File: config.mk
export PLATFORM = sky130hd
export DESIGN_NAME = heightmap_pixel_to_triangles_top
export DESIGN_NICKNAME = d
export VERILOG_FILES = /design/src/hmtri_pkg.sv /design/src/hmtri_corner_lane.sv /design/src/hmtri_emitter.sv /design/src/heightmap_pixel_to_triangles_top.sv
export SDC_FILE = /design/constraint.sdc
export NUM_CORES = 2
export LEC_CHECK = 0
export BUFFER_PORTS_ARGS = -buffer_cell sky130_fd_sc_hd__buf_2
export CAP_MARGIN = 10
export CORE_MARGIN = 8
export CORE_UTILIZATION = 40
export CTS_CLUSTER_DIAMETER = 60
export DETAILED_ROUTE_END_ITERATION = 10
export HOLD_SLACK_MARGIN = 0.02
export PLACE_DENSITY = 0.63
export SYNTH_ARGS = -nofsm -noshare
export SYNTH_HDL_FRONTEND = slang
export SYNTH_SLANG_ARGS = --single-unit
File: constraint.sdc
create_clock -name i_clk -period 20.1 [get_ports i_clk]
set_input_delay 4.02 -clock i_clk [delete_from_list [all_inputs] [get_ports i_clk]]
set_output_delay 4.02 -clock i_clk [all_outputs]
set_load 0.01 [all_outputs]
File: src/hmtri_pkg.sv
// Shared types, constants and helper functions for the heightmap pixel to triangles block.
// Depends on nothing; every other file in src uses it by scoped names.
package hmtri_pkg;

    localparam int HEIGHT_BITS = 16;
    localparam int FRAC_BITS   = 8;
    localparam int Z_BITS      = HEIGHT_BITS + FRAC_BITS;
    localparam int SUM_BITS    = HEIGHT_BITS + 2;
    localparam int WIDE_BITS   = SUM_BITS + FRAC_BITS;
    localparam int QUOT_BITS   = SUM_BITS - 1;
    localparam int POS_BITS    = 10;
    localparam int DIM_BITS    = 11;
    localparam int COORD_BITS  = 12;
    localparam int ADDR_BITS   = 4;
    localparam int DATA_BITS   = 32;
    localparam int NUM_CORNERS = 4;
    localparam int NUM_SLOTS   = 12;
    localparam int SLOT_BITS   = 4;

    // Division by three of the corner sum uses a scaled reciprocal.
    localparam int RECIP_SHIFT = SUM_BITS + 2;
    localparam int RECIP_BITS  = SUM_BITS + 1;
    localparam logic [RECIP_BITS-1:0] RECIP_MUL = RECIP_BITS'((1 << RECIP_SHIFT) / 3 + 1);
    localparam int THIRD_ONE   = (1 << FRAC_BITS) / 3;
    localparam int THIRD_TWO   = (2 << FRAC_BITS) / 3;

    localparam logic [DIM_BITS-1:0] DIM_RESET = DIM_BITS'(1024);

    typedef enum logic [1:0] {
        REG_MAP_COLUMNS = 2'd0,
        REG_MAP_ROWS    = 2'd1,
        REG_MAKE_BASE   = 2'd2
    } t_reg_index;

    typedef enum logic [1:0] {
        KIND_TOP    = 2'd0,
        KIND_WALL   = 2'd1,
        KIND_BOTTOM = 2'd2
    } t_kind;

    // Output order of the triangles of one pixel.
    typedef enum logic [SLOT_BITS-1:0] {
        SLOT_TOP0   = 4'd0,
        SLOT_TOP1   = 4'd1,
        SLOT_NORTH0 = 4'd2,
        SLOT_NORTH1 = 4'd3,
        SLOT_EAST0  = 4'd4,
        SLOT_EAST1  = 4'd5,
        SLOT_SOUTH0 = 4'd6,
        SLOT_SOUTH1 = 4'd7,
        SLOT_WEST0  = 4'd8,
        SLOT_WEST1  = 4'd9,
        SLOT_BOT0   = 4'd10,
        SLOT_BOT1   = 4'd11
    } t_slot;

    typedef struct packed {
        logic [HEIGHT_BITS-1:0] height_center;
        logic [HEIGHT_BITS-1:0] height_nw;
        logic [HEIGHT_BITS-1:0] height_n;
        logic [HEIGHT_BITS-1:0] height_ne;
        logic [HEIGHT_BITS-1:0] height_e;
        logic [HEIGHT_BITS-1:0] height_se;
        logic [HEIGHT_BITS-1:0] height_s;
        logic [HEIGHT_BITS-1:0] height_sw;
        logic [HEIGHT_BITS-1:0] height_w;
        logic [POS_BITS-1:0]    pixel_column;
        logic [POS_BITS-1:0]    pixel_row;
    } t_pixel;

    typedef struct packed {
        logic signed [COORD_BITS-1:0] ax_doubled;
        logic [COORD_BITS-1:0]        ay_doubled;
        logic [Z_BITS-1:0]            az_fixed;
        logic signed [COORD_BITS-1:0] bx_doubled;
        logic [COORD_BITS-1:0]        by_doubled;
        logic [Z_BITS-1:0]            bz_fixed;
        logic signed [COORD_BITS-1:0] cx_doubled;
        logic [COORD_BITS-1:0]        cy_doubled;
        logic [Z_BITS-1:0]            cz_fixed;
        t_kind                        triangle_kind;
        logic                         last_of_pixel;
    } t_triangle;

    // Square outline and edge flags of one pixel, carried beside the lanes.
    typedef struct packed {
        logic [COORD_BITS-1:0] x_left;
        logic [COORD_BITS-1:0] x_right;
        logic [COORD_BITS-1:0] y_top;
        logic [COORD_BITS-1:0] y_bottom;
        logic                  at_n;
        logic                  at_e;
        logic                  at_s;
        logic                  at_w;
        logic                  base;
    } t_geom;

    typedef struct packed {
        logic [COORD_BITS-1:0] x;
        logic [COORD_BITS-1:0] y;
        logic [Z_BITS-1:0]     z;
    } t_vertex;

    function automatic logic [WIDE_BITS-1:0] frac_third(input logic [1:0] rem);
        logic [WIDE_BITS-1:0] val;
        case (rem)
            2'd1:    val = WIDE_BITS'(THIRD_ONE);
            2'd2:    val = WIDE_BITS'(THIRD_TWO);
            default: val = '0;
        endcase
        return val;
    endfunction

endpackage

File: src/hmtri_corner_lane.sv
// One corner lane: averages the pixel with its valid neighbors at one corner.
// Depends on hmtri_pkg for widths and the divide-by-three constants.
module hmtri_corner_lane (
    input  logic                            i_clk,
    input  logic                            i_en_a,
    input  logic                            i_en_b,
    input  logic [hmtri_pkg::HEIGHT_BITS-1:0] i_height_center,
    input  logic [hmtri_pkg::HEIGHT_BITS-1:0] i_height_1,
    input  logic [hmtri_pkg::HEIGHT_BITS-1:0] i_height_2,
    input  logic [hmtri_pkg::HEIGHT_BITS-1:0] i_height_3,
    input  logic [2:0]                      i_inside,
    output logic [hmtri_pkg::Z_BITS-1:0]    o_z
);

    localparam int SB = hmtri_pkg::SUM_BITS;
    localparam int WB = hmtri_pkg::WIDE_BITS;
    localparam int QB = hmtri_pkg::QUOT_BITS;

    logic [SB-1:0] r_sum_a, n_sum_a;
    logic [1:0]    r_cnt_a, n_cnt_a;
    logic [SB-1:0] r_sum_b;
    logic [1:0]    r_cnt_b;
    logic [QB-1:0] r_quot_b, n_quot_b;
    logic [SB+hmtri_pkg::RECIP_BITS-1:0] product;
    logic [SB-1:0] three_q;
    logic [1:0]    rem;
    logic [WB-1:0] sum_wide;
    logic [WB-1:0] z_wide;

    // Stage A: sum of the center and the neighbors that lie inside the map.
    always_comb begin
        n_sum_a = SB'(i_height_center)
                + (i_inside[0] ? SB'(i_height_1) : '0)
                + (i_inside[1] ? SB'(i_height_2) : '0)
                + (i_inside[2] ? SB'(i_height_3) : '0);
        n_cnt_a = 2'({1'b0, i_inside[0]}) + 2'({1'b0, i_inside[1]})
                + 2'({1'b0, i_inside[2]});
    end

    // Stage B: quotient by three through the reciprocal multiply.
    assign product  = (SB + hmtri_pkg::RECIP_BITS)'(r_sum_a) * hmtri_pkg::RECIP_MUL;
    assign n_quot_b = product[hmtri_pkg::RECIP_SHIFT +: QB];

    always_ff @(posedge i_clk) begin
        if (i_en_a) begin
            r_sum_a <= n_sum_a;
            r_cnt_a <= n_cnt_a;
        end
        if (i_en_b) begin
            r_sum_b  <= r_sum_a;
            r_cnt_b  <= r_cnt_a;
            r_quot_b <= n_quot_b;
        end
    end

    // The mean: shifts for one, two or four terms, quotient plus remainder thirds for three.
    always_comb begin
        three_q  = (SB'(r_quot_b) << 1) + SB'(r_quot_b);
        rem      = 2'(r_sum_b - three_q);
        sum_wide = WB'(r_sum_b) << hmtri_pkg::FRAC_BITS;
        case (r_cnt_b)
            2'd0:    z_wide = sum_wide;
            2'd1:    z_wide = sum_wide >> 1;
            2'd2:    z_wide = (WB'(r_quot_b) << hmtri_pkg::FRAC_BITS)
                            + hmtri_pkg::frac_third(rem);
            default: z_wide = sum_wide >> 2;
        endcase
    end

    assign o_z = z_wide[hmtri_pkg::Z_BITS-1:0];

endmodule

File: src/hmtri_emitter.sv
// Merging stage: gathers the four corner heights and issues the pixel's triangles one a cycle.
// Depends on hmtri_pkg for the geometry, vertex, triangle and slot types.
module hmtri_emitter (
    input  logic                  i_clk,
    input  logic                  i_rst_n,
    input  logic                  i_load,
    input  hmtri_pkg::t_geom      i_geom,
    input  logic [hmtri_pkg::Z_BITS-1:0] i_z [hmtri_pkg::NUM_CORNERS],
    output logic                  o_ready,
    output logic                  o_valid,
    output hmtri_pkg::t_triangle  o_triangle
);

    localparam int NS = hmtri_pkg::NUM_SLOTS;

    logic [NS-1:0] r_mask, n_mask, rest, load_mask;
    hmtri_pkg::t_geom r_geom;
    logic [hmtri_pkg::Z_BITS-1:0] r_z [hmtri_pkg::NUM_CORNERS];
    logic [hmtri_pkg::SLOT_BITS-1:0] slot;
    hmtri_pkg::t_vertex c1, c2, c3, c4, c1g, c2g, c3g, c4g, va, vb, vc;
    hmtri_pkg::t_kind kind;
    hmtri_pkg::t_triangle n_tri;

    // Lowest pending slot goes out first.
    always_comb begin
        slot = '0;
        for (int i = NS - 1; i >= 0; i--) begin
            if (r_mask[i]) begin
                slot = hmtri_pkg::SLOT_BITS'(i);
            end
        end
    end

    assign rest    = r_mask & (r_mask - NS'(1));
    assign o_ready = (rest == '0);

    always_comb begin
        load_mask = '0;
        load_mask[hmtri_pkg::SLOT_TOP0]   = 1'b1;
        load_mask[hmtri_pkg::SLOT_TOP1]   = 1'b1;
        load_mask[hmtri_pkg::SLOT_NORTH0] = i_geom.base & i_geom.at_n;
        load_mask[hmtri_pkg::SLOT_NORTH1] = i_geom.base & i_geom.at_n;
        load_mask[hmtri_pkg::SLOT_EAST0]  = i_geom.base & i_geom.at_e;
        load_mask[hmtri_pkg::SLOT_EAST1]  = i_geom.base & i_geom.at_e;
        load_mask[hmtri_pkg::SLOT_SOUTH0] = i_geom.base & i_geom.at_s;
        load_mask[hmtri_pkg::SLOT_SOUTH1] = i_geom.base & i_geom.at_s;
        load_mask[hmtri_pkg::SLOT_WEST0]  = i_geom.base & i_geom.at_w;
        load_mask[hmtri_pkg::SLOT_WEST1]  = i_geom.base & i_geom.at_w;
        load_mask[hmtri_pkg::SLOT_BOT0]   = i_geom.base;
        load_mask[hmtri_pkg::SLOT_BOT1]   = i_geom.base;
        n_mask = i_load ? load_mask : rest;
    end

    // Corners: c1 top left, c2 top right, c3 bottom right, c4 bottom left; g marks ground level.
    always_comb begin
        c1 = '{x: r_geom.x_left,  y: r_geom.y_top,    z: r_z[0]};
        c2 = '{x: r_geom.x_right, y: r_geom.y_top,    z: r_z[1]};
        c3 = '{x: r_geom.x_right, y: r_geom.y_bottom, z: r_z[2]};
        c4 = '{x: r_geom.x_left,  y: r_geom.y_bottom, z: r_z[3]};
        c1g = c1; c1g.z = '0;
        c2g = c2; c2g.z = '0;
        c3g = c3; c3g.z = '0;
        c4g = c4; c4g.z = '0;
    end

    // A wall on edge (a, b) is the pair (a, b, b ground) and (b ground, a ground, a).
    always_comb begin
        kind = hmtri_pkg::KIND_WALL;
        unique case (slot)
            hmtri_pkg::SLOT_TOP0: begin
                va = c4; vb = c2; vc = c1; kind = hmtri_pkg::KIND_TOP;
            end
            hmtri_pkg::SLOT_TOP1: begin
                va = c4; vb = c3; vc = c2; kind = hmtri_pkg::KIND_TOP;
            end
            hmtri_pkg::SLOT_NORTH0: begin va = c1;  vb = c2;  vc = c2g; end
            hmtri_pkg::SLOT_NORTH1: begin va = c2g; vb = c1g; vc = c1;  end
            hmtri_pkg::SLOT_EAST0:  begin va = c2;  vb = c3;  vc = c3g; end
            hmtri_pkg::SLOT_EAST1:  begin va = c3g; vb = c2g; vc = c2;  end
            hmtri_pkg::SLOT_SOUTH0: begin va = c3;  vb = c4;  vc = c4g; end
            hmtri_pkg::SLOT_SOUTH1: begin va = c4g; vb = c3g; vc = c3;  end
            hmtri_pkg::SLOT_WEST0:  begin va = c4;  vb = c1;  vc = c1g; end
            hmtri_pkg::SLOT_WEST1:  begin va = c1g; vb = c4g; vc = c4;  end
            hmtri_pkg::SLOT_BOT0: begin
                va = c1g; vb = c3g; vc = c4g; kind = hmtri_pkg::KIND_BOTTOM;
            end
            hmtri_pkg::SLOT_BOT1: begin
                va = c1g; vb = c2g; vc = c3g; kind = hmtri_pkg::KIND_BOTTOM;
            end
            default: begin
                va = c1g; vb = c2g; vc = c3g; kind = hmtri_pkg::KIND_BOTTOM;
            end
        endcase
        n_tri.ax_doubled    = va.x;
        n_tri.ay_doubled    = va.y;
        n_tri.az_fixed      = va.z;
        n_tri.bx_doubled    = vb.x;
        n_tri.by_doubled    = vb.y;
        n_tri.bz_fixed      = vb.z;
        n_tri.cx_doubled    = vc.x;
        n_tri.cy_doubled    = vc.y;
        n_tri.cz_fixed      = vc.z;
        n_tri.triangle_kind = kind;
        n_tri.last_of_pixel = (rest == '0);
    end

    always_ff @(posedge i_clk) begin
        if (!i_rst_n) begin
            r_mask  <= '0;
            o_valid <= 1'b0;
        end else begin
            r_mask  <= n_mask;
            o_valid <= (r_mask != '0);
        end
    end

    always_ff @(posedge i_clk) begin
        o_triangle <= n_tri;
        if (i_load) begin
            r_geom <= i_geom;
            r_z    <= i_z;
        end
    end

    a_pending_emits: assert property (@(posedge i_clk) disable iff (!i_rst_n)
        (r_mask != '0) |=> o_valid)
        else $error("pending triangle was not emitted");

    a_bottom_pair: assert property (@(posedge i_clk) disable iff (!i_rst_n)
        (o_valid && o_triangle.triangle_kind == hmtri_pkg::KIND_BOTTOM
         && !o_triangle.last_of_pixel)
        |=> (o_valid && o_triangle.triangle_kind == hmtri_pkg::KIND_BOTTOM
             && o_triangle.last_of_pixel))
        else $error("bottom triangles did not close the pixel");

    a_wall_not_last: assert property (@(posedge i_clk) disable iff (!i_rst_n)
        (o_valid && o_triangle.triangle_kind == hmtri_pkg::KIND_WALL)
        |-> !o_triangle.last_of_pixel)
        else $error("wall triangle marked last");

    a_load_when_ready: assert property (@(posedge i_clk) disable iff (!i_rst_n)
        i_load |-> o_ready)
        else $error("pixel loaded while triangles still pending");

endmodule

File: src/heightmap_pixel_to_triangles_top.sv
// Top level of the heightmap pixel to triangles block: APB registers, four corner lanes, emitter.
// Depends on hmtri_pkg, hmtri_corner_lane and hmtri_emitter.
//
//  Channel   Ports                                  Moves on
//  pixel     start, busy, i_pixel                   start high and busy low at a clock edge
//  triangle  o_valid, o_triangle                    every cycle o_valid is high
//  config    psel, penable, pwrite, paddr, pwdata,  psel, penable, pwrite and pready high
//            prdata, pready
//
// A pixel passes through lane stages A and B, then its triangles leave one per cycle,
// two to twelve of them, so the emitter sets the pace at which new pixels are taken.
// Reset is synchronous and active low; it clears the pipeline valid flags and the emitter.
// The triangle receiver cannot stall; busy rises only while the lanes hold a pixel that the
// emitter cannot yet take.
module heightmap_pixel_to_triangles_top (
    input  logic                             i_clk,
    input  logic                             i_rst_n,
    input  logic                             start,
    output logic                             busy,
    input  hmtri_pkg::t_pixel                i_pixel,
    output logic                             o_valid,
    output hmtri_pkg::t_triangle             o_triangle,
    input  logic                             psel,
    input  logic                             penable,
    input  logic                             pwrite,
    input  logic [hmtri_pkg::ADDR_BITS-1:0]  paddr,
    input  logic [hmtri_pkg::DATA_BITS-1:0]  pwdata,
    output logic [hmtri_pkg::DATA_BITS-1:0]  prdata,
    output logic                             pready
);

    localparam int CB = hmtri_pkg::COORD_BITS;
    localparam int DB = hmtri_pkg::DIM_BITS;

    // Config registers; user must write them by APB transactions only while idle; not enforced.
    logic [DB-1:0] r_map_columns;
    logic [DB-1:0] r_map_rows;
    logic          r_make_base;
    logic          cfg_write;

    // Pipeline control: stage A holds lane sums, stage B the quotients.
    logic r_valid_a, r_valid_b;
    logic ready_a, ready_b, accept, em_load, em_ready;

    hmtri_pkg::t_geom n_geom, r_geom_a, r_geom_b;
    logic [CB-1:0] x_twice, y_span;
    logic at_n, at_e, at_s, at_w;
    logic [hmtri_pkg::Z_BITS-1:0] lane_z [hmtri_pkg::NUM_CORNERS];

    assign pready    = 1'b1;
    assign cfg_write = psel & penable & pwrite & pready;

    always_ff @(posedge i_clk) begin
        if (!i_rst_n) begin
            r_map_columns <= hmtri_pkg::DIM_RESET;
            r_map_rows    <= hmtri_pkg::DIM_RESET;
            r_make_base   <= 1'b1;
        end else if (cfg_write) begin
            unique case (paddr[3:2])
                hmtri_pkg::REG_MAP_COLUMNS: r_map_columns <= pwdata[DB-1:0];
                hmtri_pkg::REG_MAP_ROWS:    r_map_rows    <= pwdata[DB-1:0];
                hmtri_pkg::REG_MAKE_BASE:   r_make_base   <= pwdata[0];
                default: ;
            endcase
        end
    end

    // Register reads come straight from the registers.
    always_comb begin
        unique case (paddr[3:2])
            hmtri_pkg::REG_MAP_COLUMNS: prdata = hmtri_pkg::DATA_BITS'(r_map_columns);
            hmtri_pkg::REG_MAP_ROWS:    prdata = hmtri_pkg::DATA_BITS'(r_map_rows);
            hmtri_pkg::REG_MAKE_BASE:   prdata = hmtri_pkg::DATA_BITS'(r_make_base);
            default:                    prdata = '0;
        endcase
    end

    // Each stage moves on when the stage after it is empty or moving on too.
    assign ready_b = !r_valid_b || em_ready;
    assign ready_a = !r_valid_a || ready_b;
    assign em_load = r_valid_b && em_ready;
    assign busy    = !ready_a;
    assign accept  = start && ready_a;

    always_ff @(posedge i_clk) begin
        if (!i_rst_n) begin
            r_valid_a <= 1'b0;
            r_valid_b <= 1'b0;
        end else begin
            if (ready_a) begin
                r_valid_a <= accept;
            end
            if (ready_b) begin
                r_valid_b <= r_valid_a;
            end
        end
    end

    // Edge tests and the doubled outline of the pixel square; coordinates wrap at 12 bits.
    always_comb begin
        at_n    = (i_pixel.pixel_row == '0);
        at_w    = (i_pixel.pixel_column == '0);
        at_e    = ((DB'(i_pixel.pixel_column) + DB'(1)) == r_map_columns);
        at_s    = ((DB'(i_pixel.pixel_row) + DB'(1)) == r_map_rows);
        x_twice = CB'({i_pixel.pixel_column, 1'b0});
        y_span  = CB'({r_map_rows, 1'b0}) - CB'({i_pixel.pixel_row, 1'b0});
        n_geom.x_left   = x_twice - CB'(1);
        n_geom.x_right  = x_twice + CB'(1);
        n_geom.y_top    = y_span + CB'(1);
        n_geom.y_bottom = y_span - CB'(1);
        n_geom.at_n     = at_n;
        n_geom.at_e     = at_e;
        n_geom.at_s     = at_s;
        n_geom.at_w     = at_w;
        n_geom.base     = r_make_base;
    end

    always_ff @(posedge i_clk) begin
        if (ready_a) begin
            r_geom_a <= n_geom;
        end
        if (ready_b) begin
            r_geom_b <= r_geom_a;
        end
    end

    // Four lanes, one per corner of the pixel square, clockwise from the top left.
    hmtri_corner_lane u_lane_nw (
        .i_clk           (i_clk),
        .i_en_a          (ready_a),
        .i_en_b          (ready_b),
        .i_height_center (i_pixel.height_center),
        .i_height_1      (i_pixel.height_nw),
        .i_height_2      (i_pixel.height_n),
        .i_height_3      (i_pixel.height_w),
        .i_inside        ({!at_w, !at_n, !at_n && !at_w}),
        .o_z             (lane_z[0])
    );

    hmtri_corner_lane u_lane_ne (
        .i_clk           (i_clk),
        .i_en_a          (ready_a),
        .i_en_b          (ready_b),
        .i_height_center (i_pixel.height_center),
        .i_height_1      (i_pixel.height_n),
        .i_height_2      (i_pixel.height_ne),
        .i_height_3      (i_pixel.height_e),
        .i_inside        ({!at_e, !at_n && !at_e, !at_n}),
        .o_z             (lane_z[1])
    );

    hmtri_corner_lane u_lane_se (
        .i_clk           (i_clk),
        .i_en_a          (ready_a),
        .i_en_b          (ready_b),
        .i_height_center (i_pixel.height_center),
        .i_height_1      (i_pixel.height_e),
        .i_height_2      (i_pixel.height_se),
        .i_height_3      (i_pixel.height_s),
        .i_inside        ({!at_s, !at_e && !at_s, !at_e}),
        .o_z             (lane_z[2])
    );

    hmtri_corner_lane u_lane_sw (
        .i_clk           (i_clk),
        .i_en_a          (ready_a),
        .i_en_b          (ready_b),
        .i_height_center (i_pixel.height_center),
        .i_height_1      (i_pixel.height_w),
        .i_height_2      (i_pixel.height_s),
        .i_height_3      (i_pixel.height_sw),
        .i_inside        ({!at_s && !at_w, !at_s, !at_w}),
        .o_z             (lane_z[3])
    );

    // The emitter merges the lanes' corner heights into the pixel's triangle list.
    hmtri_emitter u_emitter (
        .i_clk      (i_clk),
        .i_rst_n    (i_rst_n),
        .i_load     (em_load),
        .i_geom     (r_geom_b),
        .i_z        (lane_z),
        .o_ready    (em_ready),
        .o_valid    (o_valid),
        .o_triangle (o_triangle)
    );

endmodule
* Yosys cells after proc, flatten, opt, wreduce, memory -nomap -nowiden
Cells that the tools add are included.
** Storage, ports and cells
- Bits in registers :: 659
- Input bits :: 206
- Output and inout port bits :: 182
** Cells by class
- Add/sub/neg operators :: 40
- $mul :: 4
- Eq/ne operators :: 30
- Multiplexer cells :: 38
- Bitwise logic cells :: 7
- Reductions and logical operators :: 37
** Operators with widths (number)
- 48-bit case mux with 7 select lines :: 3
- 24-bit case mux with 3 select lines :: 4
- 18-bit adder :: 8
- 18-bit by 18-bit multiplier with 35-bit output (second input constant) :: 4
- 16-bit two-way mux :: 8
- 24-bit adder :: 4
- 24-bit two-way mux :: 4
- 8-bit case mux with 2 select lines :: 4
- 16-bit by 16-bit adder with 17-bit output :: 3
- 4-bit two-way mux :: 12
- 11-bit case mux with 3 select lines :: 1
- 12-bit by 1-bit subtractor with 12-bit output (second input constant) :: 2
- 10-bit by 1-bit adder with 11-bit output (second input constant) :: 2
- 11-bit == test :: 2
- 10-bit zero test :: 2
- 16-bit by 18-bit adder with 18-bit output :: 1
- 2-bit by 1-bit == test with 1-bit output (second input constant) :: 9
- 2-bit == test (second input constant) :: 9
- 4-bit by 3-bit == test with 1-bit output (second input constant) :: 4
- 2-bit OR reduction :: 7
- 11-bit by 1-bit adder with 12-bit output (second input constant) :: 1
- 12-bit by 1-bit adder with 12-bit output (second input constant) :: 1
- 12-bit bitwise AND :: 1
- 4-bit == test (second input constant) :: 3
- 21 further kinds :: 57

* Depth between registers and ports, before layout
- Word-level depth :: 15
- Gate-level depth with buffers :: 29
- Mapped depth without buffers :: 29

* By module
Synthesis repeated with hierarchy kept, for this count alone.
** Second synthesis, totals
- Cells, all modules :: 4984
- Area total of the unflattened synthesis :: 56046.3 µm²
** By module, submodules not included
- hmtri_emitter :: times used 1, cells an instance 771, area each 10825.4 µm²
- hmtri_corner_lane at u_lane_se :: times used 1, cells an instance 950, area each 9964.6 µm²
- hmtri_corner_lane at u_lane_ne :: times used 1, cells an instance 942, area each 9923.3 µm²
- hmtri_corner_lane at u_lane_sw :: times used 1, cells an instance 949, area each 9912.0 µm²
- hmtri_corner_lane at u_lane_nw :: times used 1, cells an instance 888, area each 9621.7 µm²
- heightmap_pixel_to_triangles_top :: times used 1, cells an instance 484, area each 5799.3 µm²

* Worst setup path after synthesis
No wires, ideal clock.
- Kind :: flip-flop to output port
- Start point :: register u_emitter.r_mask[0]
- End point :: output busy
- Arrival :: 6137 ps
- Setup slack :: 9943 ps
- Cell stages (with the launch flop) :: 9
- Buffers on the path :: 1
- Cell sequence :: dfxtp_1 > buf_2 > nor4_4 > nand4b_1 > maj3_1 > o22ai_1 > nand3_1 > nand2_1 > nor2_1
** Between the ends
- Cells in the longest elaborated chain, start to end :: 6
** Ends and longest elaborated chain
- start: declaration :: line hmtri_emitter.sv:16 : logic [NS-1:0] r_mask, n_mask, rest, load_mask;
- start signal: assignment :: line hmtri_emitter.sv:112 : r_mask <= n_mask;
- 12-bit by 1-bit subtractor with 12-bit output :: line hmtri_emitter.sv:34 : assign rest = r_mask & (r_mask - NS'(1));
- 12-bit bitwise AND (*) :: line hmtri_emitter.sv:34
- 12-bit zero test (*) :: line hmtri_emitter.sv:35 : assign o_ready = (rest == '0);
- 1-bit logical OR (*) :: line heightmap_pixel_to_triangles_top.sv:79 : assign ready_b = !r_valid_b || em_ready;
- named net ready_b :: line heightmap_pixel_to_triangles_top.sv:43 : logic ready_a, ready_b, accept, em_load, em_ready;
- 1-bit logical OR (*) :: line heightmap_pixel_to_triangles_top.sv:80 : assign ready_a = !r_valid_a || ready_b;
- 1-bit zero test (*) :: line heightmap_pixel_to_triangles_top.sv:82 : assign busy = !ready_a;
- end: declaration :: line heightmap_pixel_to_triangles_top.sv:19 : output logic busy,
Mark *: on every way through the listed nets, which the timed path passes. The rest lies on a longest branch.

* Worst setup path after layout
- Start point :: input i_pixel[10] (netlist name)
- End point :: register u_lane_se.r_sum_a[16] (data pin)
** Between the ends
- Cells in the longest elaborated chain, start to end :: 7
** Ends and longest elaborated chain
- start: declaration :: line heightmap_pixel_to_triangles_top.sv:20 : input hmtri_pkg::t_pixel i_pixel,
- 10-bit by 1-bit adder with 11-bit output (*) :: line heightmap_pixel_to_triangles_top.sv:103 : at_e = ((DB'(i_pixel.pixel_column) + DB'(1)) == r_map_columns);
- 11-bit == test (*) :: line heightmap_pixel_to_triangles_top.sv:103
- parallel branches: the longest is 3 deep, another holds 16-bit by 16-bit adder with 17-bit output
- 18-bit adder (*) :: line hmtri_corner_lane.sv:34 : + (i_inside[1] ? SB'(i_height_2) : '0)
- 18-bit adder (*) :: line hmtri_corner_lane.sv:35 : + (i_inside[2] ? SB'(i_height_3) : '0);
- named net u_lane_se.n_sum_a[16] :: line hmtri_corner_lane.sv:19 : logic [SB-1:0] r_sum_a, n_sum_a;
- end signal: assignment :: line hmtri_corner_lane.sv:46 : r_sum_a <= n_sum_a;
- end: declaration :: line hmtri_corner_lane.sv:19
Mark *: on every way through the listed nets, which the timed path passes.
A chain may end at the register's enable or synchronous reset.

==> summary.md <==
| Metric | Value |
|---|---|
| FF-to-FF path depth | 26 |
| Via count | 34518 |
| First-pass GRT wire length | 208 mm |
| Worst path max stage delay | 460 ps |
| Top-area cell type share of the netlist area | 0.252 |
| Fmax | 0.0962 GHz |
| Hold path cells | 0 |
| Max cap viols | 0 |
| CTS H-tree lvls | 3 |
| Outcome | finished clean |
| Worst Hold Endpoint | r_geom_b[21] |
| Vias in the first global route | 35367 |
| Relative slew slack | 0.255 |
| Post-synthesis sequential area ratio | 0.317 |
| GRT overflow | 0 |
| Synth cell types | 84 |
| Antenna-violating nets left | 0 |
| Avg Inst Size Synth | 11.3 µm² |
| Clock Path Buffers | 3 |
| R2R setup slack | 13170 ps |
| Post-CTS setup buffer count | 0 |
| RePlAce Congestion | 0.925 |
| PortBufs | roughly 340 |
| Hold Crit Start | r_geom_a[21] |
| RSZ-0062 raised after global routing | false |
| Post-Route WL | between 100 and 150 mm |
| I/O pin count | 388 |
| FF-to-FF End | u_lane_se.r_sum_a[16] |
| Layout cells sized above 1 | 0.126 |
| Rows | between 100 and 150 |
| Number of remaining DRC errors | 0 |
| Number of synthesized register bits | 613 |
| Slew @ Worst Pin | 1110 ps |
| Final slew viol count | 0 |
| Cell Area, Synth | 52700 µm² |
| Die Y | 379 µm |
| Crit Path Max Fanout | 24 |
| CTS Hold Bufs | 0 |
| Mean routed wirelength per cell | slightly below 20 µm |
| Fillers | 12248 |
| Synth-to-layout area growth | 11.4% |
| Worst R2R Start | r_map_columns[2] |
| Asr flop ratio synth | 0 |
| Setup crit end kind | flip-flop |
| Post-synth top flop | edfxtp_1 |
| Synth warn | 0 |
| Post-layout util | 0.448 |
| Die area | 144000 µm² |
| Post-synth EDFFs | roughly 440 |
| Clock transition at the registers of the reported paths | 60 ps |
| Final setup vio count | 0 |
| Initial cell density of the core | 0.402 |
| Min-delay worst type | flip-flop to flip-flop |
| Synth area leaders | edfxtp_1 25%, fa_1 20%, ha_1 18% |
| Clk sinks | 613 |
| Data arrival, critical path | 10750 ps |
| Post-DP HPWL | 113 mm |
| Synth area leader | edfxtp_1 |
| CTS root buf | clkbuf_16 |
| Total GRT Usage | 0.186 |
| CTS tree | yes |
| Largest net degree at the start of global routing | 84 |
| Required time of the critical path | just over 20000 ps |
| Slowest cell on the critical path | fa_1 |
| Post-synthesis cell count | roughly 4700 |
| Core ar. | 131000 µm² |
| Fin Setup TNS | 0 ps |
| Min Tclk post-route | 10390 ps |
| Nets | 6500 |
| Drt via density | 5.05 |
| Fin crit share | 0.517 |
| Initial antenna violation count | 24 |
| Num CTS Buffers | 70 |
| Critical path class | input pin to flip-flop |
| Width of the die | 379 µm |
| Latest clock arrival within the worst-skew pair | between 600 and 700 ps |
| Final Skew | around 43 ps |
| Initial drt markers | about 2500 |
| Startpoint Class | input pin |
| TritonRoute pass-1 iters | 11 |
| Resized cells post-CTS | 0 |
| Count of final hold-check violations | 0 |
-- cells by family after synthesis --
family,synth area share
buffers and inverters,0.0833
multiplexers,0.0475
AO/OA/AOI/OAI,0.0660
XOR/XNOR,0.0357
other,0.000143
flip-flops,0.317
AND/OR/NAND/NOR,0.0724
adder cells (fa/ha/maj),0.378
-- layer usage --
metal | track usage | share of wire | up-vias | routed length (µm)
met5 | 0 | 0.0010 | - | 141
met4 | 0.0337 | 0.018 | 22 | 2390
met3 | 0.0294 | 0.066 | 166 | 8840
met2 | 0.307 | 0.46 | 1019 | 62100
met1 | 0.263 | 0.46 | 16968 | 61400
li1 | - | - | 16343 | -
-- cells in the mapped netlist (all sizes together), types with 7 or more instances --
cell type	instances
a211o	8
a211oi	27
a21boi	14
a21o	47
a21oi	137
a222oi	60
a31o	7
a31oi	11
and2	73
and3	59
buf	64
clkbuf	55
dfxtp	170
edfxtp	443
fa	527
ha	746
inv	1004
mux2	63
mux2i	35
mux4	64
nand2	276
nand2b	14
nand3	53
nand4	10
nor2	168
nor2b	23
nor3	53
nor4	9
o211ai	12
o21a	20
o21ai	85
or2	11
or3	20
xnor2	138
xor2	77
-- per-stage QoR --
stage               instance area, µm²  setup WS [ps]  hold WS (ps)  instances
finish                           58700           9710           402       6842
global route                     58700           9040           404       6835
CTS                              58700           9680           396       6833
detailed placement               56300           9060           405       6704
global placement                 56300           9120           401       6704
floorplan                        52800           9940           400       4704
-- cell usage in the layout (no fill, tap or decap), drive strengths merged, types with 11 or more instances in the layout --
cell type,n
inv,1010
ha,746
fa,527
edfxtp,443
buf,364
nand2,276
dfxtp,170
nor2,168
xnor2,138
a21oi,137
clkbuf,91
o21ai,85
xor2,77
and2,73
mux4,64
mux2,63
a222oi,60
and3,59
nand3,53
nor3,53
a21o,47
mux2i,35
a211oi,27
conb,25
clkinv,24
nor2b,23
o21a,20
or3,20
nand2b,14
a21boi,14
o211ai,12
a31oi,11
or2,11
-- worst max path at each step --
stage	start	to	slack, ps
floorplan	u_emitter.r_mask[0]	busy	9940
global placement	i_pixel[10]	u_lane_se.r_sum_a[16]	9120
detailed placement	i_pixel[10]	u_lane_se.r_sum_a[16]	9060
CTS	i_pixel[10]	u_lane_se.r_sum_a[16]	9680
global route	i_pixel[10]	u_lane_se.r_sum_a[16]	9040
finish	i_pixel[10]	u_lane_se.r_sum_a[16]	9710
-- flip-flops by register name, indices dropped and copies added, names as in the netlist, 18 cells and up --
register / flops
u_lane_se.r_sum_a: 18
u_lane_ne.r_sum_a: 18
u_emitter.c3: 31
u_emitter.o_triangle: 132
u_emitter.c4: 20
u_lane_sw.r_sum_b: 18
r_geom_a: 48
u_lane_nw.r_sum_a: 18
r_geom_b: 48
u_lane_se.r_sum_b: 18
u_lane_sw.r_sum_a: 18
u_emitter.c1: 42
u_lane_nw.r_sum_b: 18
u_lane_ne.r_sum_b: 18
u_emitter.c2: 30
-- layout make-up --
cell class,instances,area [µm²],area share
clock buffers,91,1860,0.0317
repair buffers,364,1880,0.0320
flip-flops and latches,613,16700,0.285
well taps,1755,2200,0.0374
inverters,1004,3780,0.0643
clock inverters,38,507,0.00863
multi-input cells,2968,31700,0.541
diodes,9,22.5,0.000384
-- worst max-delay path: cells and delay by family --
| kind | cells | cell delay (ps) |
|---|---|---|
| XOR/XNOR | 1 | 100 |
| adder cells (fa/ha/maj) | 4 | 1230 |
| AO/OA/AOI/OAI | 9 | 2280 |
| AND/OR/NAND/NOR | 12 | 2410 |
| buffers and inverters | 3 | 690 |
Power is not shown: default switching activity piles up to over one toggle a cycle in this logic, so the estimate is an artifact.
